--- src/hdl/lsc_pkg.sv ---
package lsc_pkg;

    // Fixed field widths of the ports
    localparam int OP_W     = 3;
    localparam int LIGHT_W  = 8;
    localparam int STATUS_W = 2;
    localparam int SLOT_W   = 3;
    localparam int MASK_W   = 8;

    // Default configuration
    localparam int LSC_NUM_SLOTS     = 8;
    localparam int LSC_LIGHT_ID_BITS = 8;

    // Opcodes
    localparam logic [OP_W-1:0] OP_DEFINE      = 3'd0;
    localparam logic [OP_W-1:0] OP_ENABLE      = 3'd1;
    localparam logic [OP_W-1:0] OP_DISABLE     = 3'd2;
    localparam logic [OP_W-1:0] OP_DISABLE_ALL = 3'd3;
    localparam logic [OP_W-1:0] OP_INVAL_ALL   = 3'd4;

    // Status codes
    localparam logic [STATUS_W-1:0] ST_OK          = 2'd0;
    localparam logic [STATUS_W-1:0] ST_TOO_BIG     = 2'd1;
    localparam logic [STATUS_W-1:0] ST_NO_SLOT     = 2'd2;
    localparam logic [STATUS_W-1:0] ST_NOT_ENABLED = 2'd3;

    // Controller to datapath
    typedef struct packed {
        logic capture;
        logic scan_step;
        logic commit;
    } lsc_cmd_t;

    // Datapath to controller
    typedef struct packed {
        logic need_scan;
        logic scan_last;
        logic out_free;
    } lsc_stat_t;

endpackage

--- src/hdl/lsc_ctrl.sv ---
module lsc_ctrl (
    input  logic              clk,
    input  logic              rst_n,
    input  logic              in_valid,
    output logic              in_stall,
    input  lsc_pkg::lsc_stat_t stat,
    output lsc_pkg::lsc_cmd_t  cmd
);
    import lsc_pkg::*;

    localparam logic [1:0] S_IDLE = 2'd0;
    localparam logic [1:0] S_LOOK = 2'd1;
    localparam logic [1:0] S_SCAN = 2'd2;
    localparam logic [1:0] S_DONE = 2'd3;

    logic [1:0] state_reg;
    logic [1:0] state_next;

    always_comb
    begin
        state_next    = state_reg;
        cmd.capture   = 1'b0;
        cmd.scan_step = 1'b0;
        cmd.commit    = 1'b0;
        case (state_reg)
            S_IDLE:
            begin
                if (in_valid)
                begin
                    cmd.capture = 1'b1;
                    state_next  = S_LOOK;
                end
            end
            S_LOOK:
            begin
                state_next = stat.need_scan ? S_SCAN : S_DONE;
            end
            S_SCAN:
            begin
                cmd.scan_step = 1'b1;
                if (stat.scan_last)
                begin
                    state_next = S_DONE;
                end
            end
            S_DONE:
            begin
                // hold until the output register can take the result
                if (stat.out_free)
                begin
                    cmd.commit = 1'b1;
                    state_next = S_IDLE;
                end
            end
            default:
            begin
                state_next = S_IDLE;
            end
        endcase
    end

    assign in_stall = (state_reg != S_IDLE);

    always_ff @(posedge clk or negedge rst_n)
    begin
        if (!rst_n)
        begin
            state_reg <= S_IDLE;
        end
        else
        begin
            state_reg <= state_next;
        end
    end

endmodule

--- src/hdl/lsc_dp.sv ---
module lsc_dp #(
    parameter int NUM_SLOTS     = lsc_pkg::LSC_NUM_SLOTS,
    parameter int LIGHT_ID_BITS = lsc_pkg::LSC_LIGHT_ID_BITS
) (
    input  logic                          clk,
    input  logic                          rst_n,
    input  logic [lsc_pkg::OP_W-1:0]      opcode,
    input  logic [lsc_pkg::LIGHT_W-1:0]   light_number,
    input  lsc_pkg::lsc_cmd_t             cmd,
    output lsc_pkg::lsc_stat_t            stat,
    output logic                          out_valid,
    input  logic                          out_stall,
    output logic [lsc_pkg::STATUS_W-1:0]  status,
    output logic [lsc_pkg::SLOT_W-1:0]    slot,
    output logic                          hit,
    output logic                          load_params,
    output logic                          turn_on,
    output logic [lsc_pkg::MASK_W-1:0]    disabled_mask
);
    import lsc_pkg::*;

    localparam int IDX_W = (NUM_SLOTS > 1) ? $clog2(NUM_SLOTS) : 1;
    localparam int CNT_W = LIGHT_ID_BITS + 1;

    // Slot state
    logic [NUM_SLOTS-1:0]     valid_reg, valid_next;
    logic [NUM_SLOTS-1:0]     en_reg, en_next;
    logic [NUM_SLOTS-1:0]     dirty_reg, dirty_next;
    logic [LIGHT_ID_BITS-1:0] light_reg [NUM_SLOTS];
    logic [LIGHT_ID_BITS-1:0] light_next [NUM_SLOTS];
    logic [31:0]              age_reg [NUM_SLOTS];
    logic [31:0]              age_next [NUM_SLOTS];
    logic [31:0]              time_reg, time_next;
    logic [CNT_W-1:0]         cnt_reg, cnt_next;

    // Current transaction
    logic [OP_W-1:0]          op_reg, op_next;
    logic [LIGHT_ID_BITS-1:0] num_reg, num_next;

    // Age scan
    logic [IDX_W-1:0]         scan_idx_reg, scan_idx_next;
    logic [IDX_W-1:0]         best_idx_reg, best_idx_next;
    logic [31:0]              best_age_reg, best_age_next;
    logic                     best_vld_reg, best_vld_next;

    // Output register
    logic                     out_valid_reg, out_valid_next;
    logic [STATUS_W-1:0]      status_reg, status_next;
    logic [SLOT_W-1:0]        slot_reg, slot_next;
    logic                     hit_reg, hit_next;
    logic                     load_reg, load_next;
    logic                     on_reg, on_next;
    logic [MASK_W-1:0]        mask_reg, mask_next;

    // Associative lookup
    logic [NUM_SLOTS-1:0]     match_vec;
    logic [NUM_SLOTS-1:0]     match_en_vec;
    logic [IDX_W-1:0]         hit_idx;
    logic [IDX_W-1:0]         dis_idx;
    logic                     defined;

    always_comb
    begin
        hit_idx = '0;
        dis_idx = '0;
        for (int i = 0; i < NUM_SLOTS; i++)
        begin
            match_vec[i]    = valid_reg[i] && (light_reg[i] == num_reg);
            match_en_vec[i] = match_vec[i] && en_reg[i];
        end
        for (int i = NUM_SLOTS - 1; i >= 0; i--)
        begin
            if (match_vec[i])
            begin
                hit_idx = IDX_W'(i);
            end
            if (match_en_vec[i])
            begin
                dis_idx = IDX_W'(i);
            end
        end
    end

    assign defined        = ({1'b0, num_reg} < cnt_reg);
    assign stat.need_scan = (op_reg == OP_ENABLE) && defined && (match_vec == '0);
    assign stat.scan_last = (scan_idx_reg == IDX_W'(NUM_SLOTS - 1));
    assign stat.out_free  = !out_valid_reg || !out_stall;

    always_comb
    begin
        valid_next     = valid_reg;
        en_next        = en_reg;
        dirty_next     = dirty_reg;
        light_next     = light_reg;
        age_next       = age_reg;
        time_next      = time_reg;
        cnt_next       = cnt_reg;
        op_next        = op_reg;
        num_next       = num_reg;
        scan_idx_next  = scan_idx_reg;
        best_idx_next  = best_idx_reg;
        best_age_next  = best_age_reg;
        best_vld_next  = best_vld_reg;
        out_valid_next = out_valid_reg && out_stall;
        status_next    = status_reg;
        slot_next      = slot_reg;
        hit_next       = hit_reg;
        load_next      = load_reg;
        on_next        = on_reg;
        mask_next      = mask_reg;

        if (cmd.capture)
        begin
            op_next       = opcode;
            num_next      = LIGHT_ID_BITS'(light_number);
            scan_idx_next = '0;
            best_vld_next = 1'b0;
        end

        if (cmd.scan_step)
        begin
            // strict less-than keeps the lowest index on equal ages
            if (!en_reg[scan_idx_reg] &&
                (!best_vld_reg || (age_reg[scan_idx_reg] < best_age_reg)))
            begin
                best_vld_next = 1'b1;
                best_idx_next = scan_idx_reg;
                best_age_next = age_reg[scan_idx_reg];
            end
            scan_idx_next = scan_idx_reg + IDX_W'(1);
        end

        if (cmd.commit)
        begin
            out_valid_next = 1'b1;
            status_next    = ST_OK;
            slot_next      = '0;
            hit_next       = 1'b0;
            load_next      = 1'b0;
            on_next        = 1'b0;
            mask_next      = '0;
            case (op_reg)
                OP_DEFINE:
                begin
                    if (defined)
                    begin
                        dirty_next = dirty_reg | match_vec;
                    end
                    else
                    begin
                        cnt_next = {1'b0, num_reg} + CNT_W'(1);
                    end
                end
                OP_ENABLE:
                begin
                    if (!defined)
                    begin
                        status_next = ST_TOO_BIG;
                    end
                    else if (match_vec != '0)
                    begin
                        hit_next            = 1'b1;
                        slot_next           = SLOT_W'(hit_idx);
                        load_next           = dirty_reg[hit_idx];
                        on_next             = !en_reg[hit_idx];
                        dirty_next[hit_idx] = 1'b0;
                        en_next[hit_idx]    = 1'b1;
                    end
                    else if (!best_vld_reg)
                    begin
                        status_next = ST_NO_SLOT;
                    end
                    else
                    begin
                        // fresh allocation: always dirty, always switched on
                        slot_next                  = SLOT_W'(best_idx_reg);
                        load_next                  = 1'b1;
                        on_next                    = 1'b1;
                        age_next[best_idx_reg]     = time_reg;
                        light_next[best_idx_reg]   = num_reg;
                        valid_next[best_idx_reg]   = 1'b1;
                        dirty_next[best_idx_reg]   = 1'b0;
                        en_next[best_idx_reg]      = 1'b1;
                        time_next                  = time_reg + 32'd1;
                    end
                end
                OP_DISABLE:
                begin
                    if (match_en_vec == '0)
                    begin
                        status_next = ST_NOT_ENABLED;
                    end
                    else
                    begin
                        slot_next        = SLOT_W'(dis_idx);
                        en_next[dis_idx] = 1'b0;
                        mask_next        = MASK_W'(NUM_SLOTS'(1) << dis_idx);
                    end
                end
                OP_DISABLE_ALL:
                begin
                    mask_next = MASK_W'(en_reg);
                    en_next   = '0;
                end
                OP_INVAL_ALL:
                begin
                    dirty_next = '1;
                end
                default:
                begin
                    status_next = ST_OK;
                end
            endcase
        end
    end

    always_ff @(posedge clk or negedge rst_n)
    begin
        if (!rst_n)
        begin
            valid_reg     <= '0;
            en_reg        <= '0;
            dirty_reg     <= '0;
            time_reg      <= 32'd1;
            cnt_reg       <= '0;
            out_valid_reg <= 1'b0;
            for (int i = 0; i < NUM_SLOTS; i++)
            begin
                age_reg[i] <= '0;
            end
        end
        else
        begin
            valid_reg     <= valid_next;
            en_reg        <= en_next;
            dirty_reg     <= dirty_next;
            time_reg      <= time_next;
            cnt_reg       <= cnt_next;
            out_valid_reg <= out_valid_next;
            age_reg       <= age_next;
        end
    end

    always_ff @(posedge clk)
    begin
        light_reg    <= light_next;
        op_reg       <= op_next;
        num_reg      <= num_next;
        scan_idx_reg <= scan_idx_next;
        best_idx_reg <= best_idx_next;
        best_age_reg <= best_age_next;
        best_vld_reg <= best_vld_next;
        status_reg   <= status_next;
        slot_reg     <= slot_next;
        hit_reg      <= hit_next;
        load_reg     <= load_next;
        on_reg       <= on_next;
        mask_reg     <= mask_next;
    end

    assign out_valid     = out_valid_reg;
    assign status        = status_reg;
    assign slot          = slot_reg;
    assign hit           = hit_reg;
    assign load_params   = load_reg;
    assign turn_on       = on_reg;
    assign disabled_mask = mask_reg;

endmodule

--- src/hdl/light_slot_cache_top.sv ---
// Light slot cache: maps light numbers onto NUM_SLOTS hardware light slots and
// returns exactly one result transaction per input transaction (define, enable,
// disable, disable all, invalidate all). The block works on one transaction at
// a time and holds in_stall high while busy. Enable that misses in the cache
// walks the slot ages through the datapath one slot per cycle to find the
// oldest disabled slot, between lookup and commit; every other transaction
// goes through capture, lookup and commit alone. The result sits in an
// output register, so the next transaction is accepted while a finished
// result still waits on out_stall; commit of that next transaction then
// waits until the output register frees up. No clearing pass follows reset:
// the block accepts transactions as soon as reset is released.
module light_slot_cache_top #(
    parameter int NUM_SLOTS     = lsc_pkg::LSC_NUM_SLOTS,
    parameter int LIGHT_ID_BITS = lsc_pkg::LSC_LIGHT_ID_BITS
) (
    input  logic                          clk,
    input  logic                          rst_n,
    // input channel
    input  logic                          in_valid,
    output logic                          in_stall,
    input  logic [lsc_pkg::OP_W-1:0]      opcode,
    input  logic [lsc_pkg::LIGHT_W-1:0]   light_number,
    // result channel
    output logic                          out_valid,
    input  logic                          out_stall,
    output logic [lsc_pkg::STATUS_W-1:0]  status,
    output logic [lsc_pkg::SLOT_W-1:0]    slot,
    output logic                          hit,
    output logic                          load_params,
    output logic                          turn_on,
    output logic [lsc_pkg::MASK_W-1:0]    disabled_mask
);
    import lsc_pkg::*;

    lsc_cmd_t  cmd;
    lsc_stat_t stat;

    // Sequencer: capture, lookup, optional age scan, commit
    lsc_ctrl u_ctrl (
        .clk      (clk),
        .rst_n    (rst_n),
        .in_valid (in_valid),
        .in_stall (in_stall),
        .stat     (stat),
        .cmd      (cmd)
    );

    // Slot state, associative compare, age scan and output register
    lsc_dp #(
        .NUM_SLOTS     (NUM_SLOTS),
        .LIGHT_ID_BITS (LIGHT_ID_BITS)
    ) u_dp (
        .clk           (clk),
        .rst_n         (rst_n),
        .opcode        (opcode),
        .light_number  (light_number),
        .cmd           (cmd),
        .stat          (stat),
        .out_valid     (out_valid),
        .out_stall     (out_stall),
        .status        (status),
        .slot          (slot),
        .hit           (hit),
        .load_params   (load_params),
        .turn_on       (turn_on),
        .disabled_mask (disabled_mask)
    );

endmodule

--- config.mk ---
export PLATFORM = sky130hd
export DESIGN_NAME = light_slot_cache_top
export DESIGN_NICKNAME = d
export VERILOG_FILES = /design/src/hdl/lsc_pkg.sv /design/src/hdl/lsc_ctrl.sv /design/src/hdl/lsc_dp.sv /design/src/hdl/light_slot_cache_top.sv
export SDC_FILE = /design/constraint.sdc
export NUM_CORES = 1
export LEC_CHECK = 0
export BUFFER_PORTS_ARGS = -buffer_cell sky130_fd_sc_hd__buf_2
export CAP_MARGIN = 5
export CORE_UTILIZATION = 62
export DETAILED_ROUTE_END_ITERATION = 8
export PLACE_DENSITY = 0.79
export SYNTH_ARGS = -nofsm -noshare
export SYNTH_HDL_FRONTEND = slang
export SYNTH_SLANG_ARGS = --single-unit
--- constraint.sdc ---
create_clock -name clk -period 13.5 [get_ports clk]
set_input_delay 2.7 -clock clk [delete_from_list [all_inputs] [get_ports clk]]
set_output_delay 2.7 -clock clk [all_outputs]
set_load 0.01 [all_outputs]
==> results.toml <==
[place]
place_inst = 1942
hpwl_um = 26500
post-place-ws_ns = 7.08
io_buffers = 32
finalWeightedCongestion = 0.916

[critical_path]
crit_top_cell = "nand2_1"
crit_chain = "buf_2 > nand2_1 > nand2_1 > inv_1 > nand4_1 > nor3_2 > buf_4 > nand2_1 > nor3_4 > buf_4 > mux2_2"
path_class = "input port to flop"
slowest_delay_ns = 0.80
critical_path.max_fanout = 25
arrival_ns = 6.31
cp.required_ns = 13.95
cp.buffers_inverters = 4
crit_family = "simple AND/OR/NAND/NOR gates"
cp_slowest_cell = "nor3_4"
cp-end-kind = "flop"
startpoint_type = "input port"

[clocking]
clkSinkCount = 454
clk_pin_slew_ns = 0.06
cts_root_buf = "clkbuf_16"
cts_hold_buf = 0
tritoncts = "yes"
cts_setup_buffers = 0
ctsResizeCount = 0
cts_buffers = 46
clk_path_buf_depth = 3
cts_max_level = 2
clk_latency_ns = 0.57

[global_routing]
grt_first_pass_wirelength_um = 71900
grtUsageTotal_pct = 26.1
grt_overflow_total = 0
grt_pass1_vias = 12900
grt_max_degree = 99
antenna_found_initial = 0

[sta]
fin_crit_sh_pct = 43.4
slew_viol_final = 0
hold_violations = 0
max_freq_ghz = 0.171
setup_viol = 0
tightest_slew_ns = 1.08
finClkSkew_ns = 0.0160
fin_ws_ns = 7.64
fin_crit_ns = 5.86
slew_headroom_pct = 27.7
rsz0062_at_grt = "false"
setup_tns_ns = 0

[synth]
ys_ff_latch = 454
synth_compound_area_share_pct = 3.84
yosys.area_share.simple_pct = 7.54
yosysSeqAreaShare_pct = 56.3
synth-xor-area-share_pct = 4.15
syn_area_sq_um = 21300
synthMuxAreaShare_pct = 22.5
synth_warnings = 0
synthArstFlopShare_pct = 71.4
synth_cell_types = 69
synth_edf_count = 129
syn_avg_cell_area_sq_um = 13.9
synthesis.nets = 1597
synthFlopType = "dfrtp_1"
synth_cells = 1535
synth_fa_ha_area_share_pct = 2.76
synth_top_family_by_area = "multiplexers"

[cells_and_area]
drive_above_1_share_pct = 26.7
fin_util_pct = 69.0
diodes = 0
final_nets = 1604
syn_to_final_growth_pct = 9.03
fillers = 2343
largest_reg_flops = 256
stdcell_count = 2026

[routing]
drt_iter0_markers = 828
route.vias.total = 12400
via_per_inst = 6.13
ant_nets = 0
dr.pass1.iters = 5
routedWlPerCell_um = 21.6
routed_wirelength_um = 43800
drc = 0

[pwr]
p_switching_mw = 1.02
internal_power_mw = 2.52
combPwrFrac_pct = 18.0
clockPowerShare_pct = 34.1
seqPwrFrac_pct = 47.9
peakVddDrop_mv = 0.133
sw_frac_of_total_pct = 28.8
leakage_nw = 10.5
power_density_nw_per_um2 = 152

[hold_path]
worstHoldPathType = "flop to flop"

[floorplan]
core_sq_um = 33700
die_w_um = 187
fp-row-count = 67
start_util_pct = 63.3
ioPinCount = 33
dieHeight_um = 187
die-area_sq_um = 35100

[flow_run]
cap_violations = 0

[outcome]
status = "completed"
placed cells by master (no fill, tap or decap), types with 5 or more instances in the layout:
cell | Yosys | layout
dfrtp_1 | 323 | 323
mux2_2 | 201 | 201
edfxtp_1 | 129 | 129
mux2_1 | 88 | 88
xnor2_1 | 87 | 87
nand2_1 | 83 | 82
mux4_2 | 66 | 66
inv_1 | 53 | 53
nor2_1 | 53 | 52
ha_1 | 47 | 47
clkbuf_16 | 0 | 46
o21ai_0 | 35 | 35
nand3_1 | 35 | 35
buf_2 | 22 | 31
a21oi_1 | 29 | 29
nand4_1 | 22 | 22
nor3_1 | 19 | 19
buf_4 | 7 | 19
clkbuf_1 | 50 | 18
and3_1 | 15 | 15
xor2_1 | 14 | 14
a21o_1 | 11 | 11
nand2b_1 | 11 | 11
clkinv_2 | 0 | 9
nor3_2 | 8 | 8
or2_2 | 8 | 8
nor2b_1 | 8 | 8
and2_1 | 7 | 7
nor2_4 | 3 | 7
clkbuf_8 | 0 | 7
or3_1 | 6 | 6
mux2i_1 | 6 | 6
o21a_1 | 5 | 5
synthesized netlist by cell type, types with 11 or more instances:
| cell type | number | area [sq um] |
|---|---|---|
| nor2_1 | 53 | 199 |
| clkbuf_1 | 50 | 188 |
| a21o_1 | 11 | 82.6 |
| edfxtp_1 | 129 | 3870 |
| inv_1 | 53 | 199 |
| o21ai_0 | 35 | 175 |
| ha_1 | 47 | 588 |
| mux2_1 | 88 | 991 |
| nand3_1 | 35 | 175 |
| xor2_1 | 14 | 123 |
| dfrtp_1 | 323 | 8080 |
| xnor2_1 | 87 | 762 |
| buf_1 | 11 | 41.3 |
| nor3_1 | 19 | 95.1 |
| and3_1 | 15 | 93.8 |
| buf_2 | 22 | 110 |
| mux2_2 | 201 | 2260 |
| mux4_2 | 66 | 1490 |
| nand2b_1 | 11 | 68.8 |
| nand2_1 | 83 | 312 |
| nand4_1 | 22 | 138 |
| a21oi_1 | 29 | 145 |
per-layer routing:
metal / wire length (um) / GRT usage (%) / share of wire [%]
met4: 1240 / 8.94 / 2.8
met5: 0 / 0 / 0
met3: 1950 / 3.64 / 4.5
met2: 21300 / 42.3 / 49
met1: 19300 / 36.5 / 44
power groups by stage:
stage                     Clock, mW  Combinational (mW)  Sequential (mW)
final                          1.21               0.637             1.70
after global routing           1.28               0.700             1.71
after CTS                      1.23               0.647             1.69
after detailed placement          0               0.643             1.72
after global placement            0               0.628             1.71
after floorplan                   0               0.479             1.66
logic make-up after synthesis:
family          count (synthesis)
fa+ha+maj                      47
buf+inv                       146
simple gates                  303
flops                         454
compound gates                123
xor+xnor                      101
mux                           361
per-stage QoR:
step | hold slack, ns | area (sq um) | power, mW
2_1_floorplan | 0.433 | 21300 | 2.14
3_3_place_gp | 0.446 | 21800 | 2.34
4_1_cts | 0.477 | 23300 | 3.57
6_report | 0.475 | 23300 | 3.54
5_1_grt | 0.492 | 23300 | 3.70
3_5_place_dp | 0.461 | 21800 | 2.36
path summary, 6_finish.rpt:
path	slack, ns	start	to	cells after the start
min reg2reg	0.47	u_dp.valid_reg[3]	u_dp.valid_reg[3]	1
min	0.47	u_dp.valid_reg[3]	u_dp.valid_reg[3]	1
max	7.64	out_stall	u_dp.age_reg[195]	11
min in group asynchronous	2.14	rst_n	u_dp.en_reg[1]	1
max in group asynchronous	9.75	rst_n	u_dp.age_reg[79]	2
max reg2reg	8.44	u_dp.scan_idx_reg[1]	u_dp.best_age_reg[11]	15
cell type report:
class / count / area (sq um) / share of cell area (%)
timing repair buffer: 52 / 333 / 1.43
tap: 448 / 561 / 2.41
clock buffer: 71 / 1320 / 5.66
clock inverter: 13 / 118 / 0.506
sequential: 454 / 12000 / 51.6
multi-input combinational: 935 / 8720 / 37.5
inverter: 53 / 199 / 0.856
Note: power is estimated with default switching activity, not from simulation.
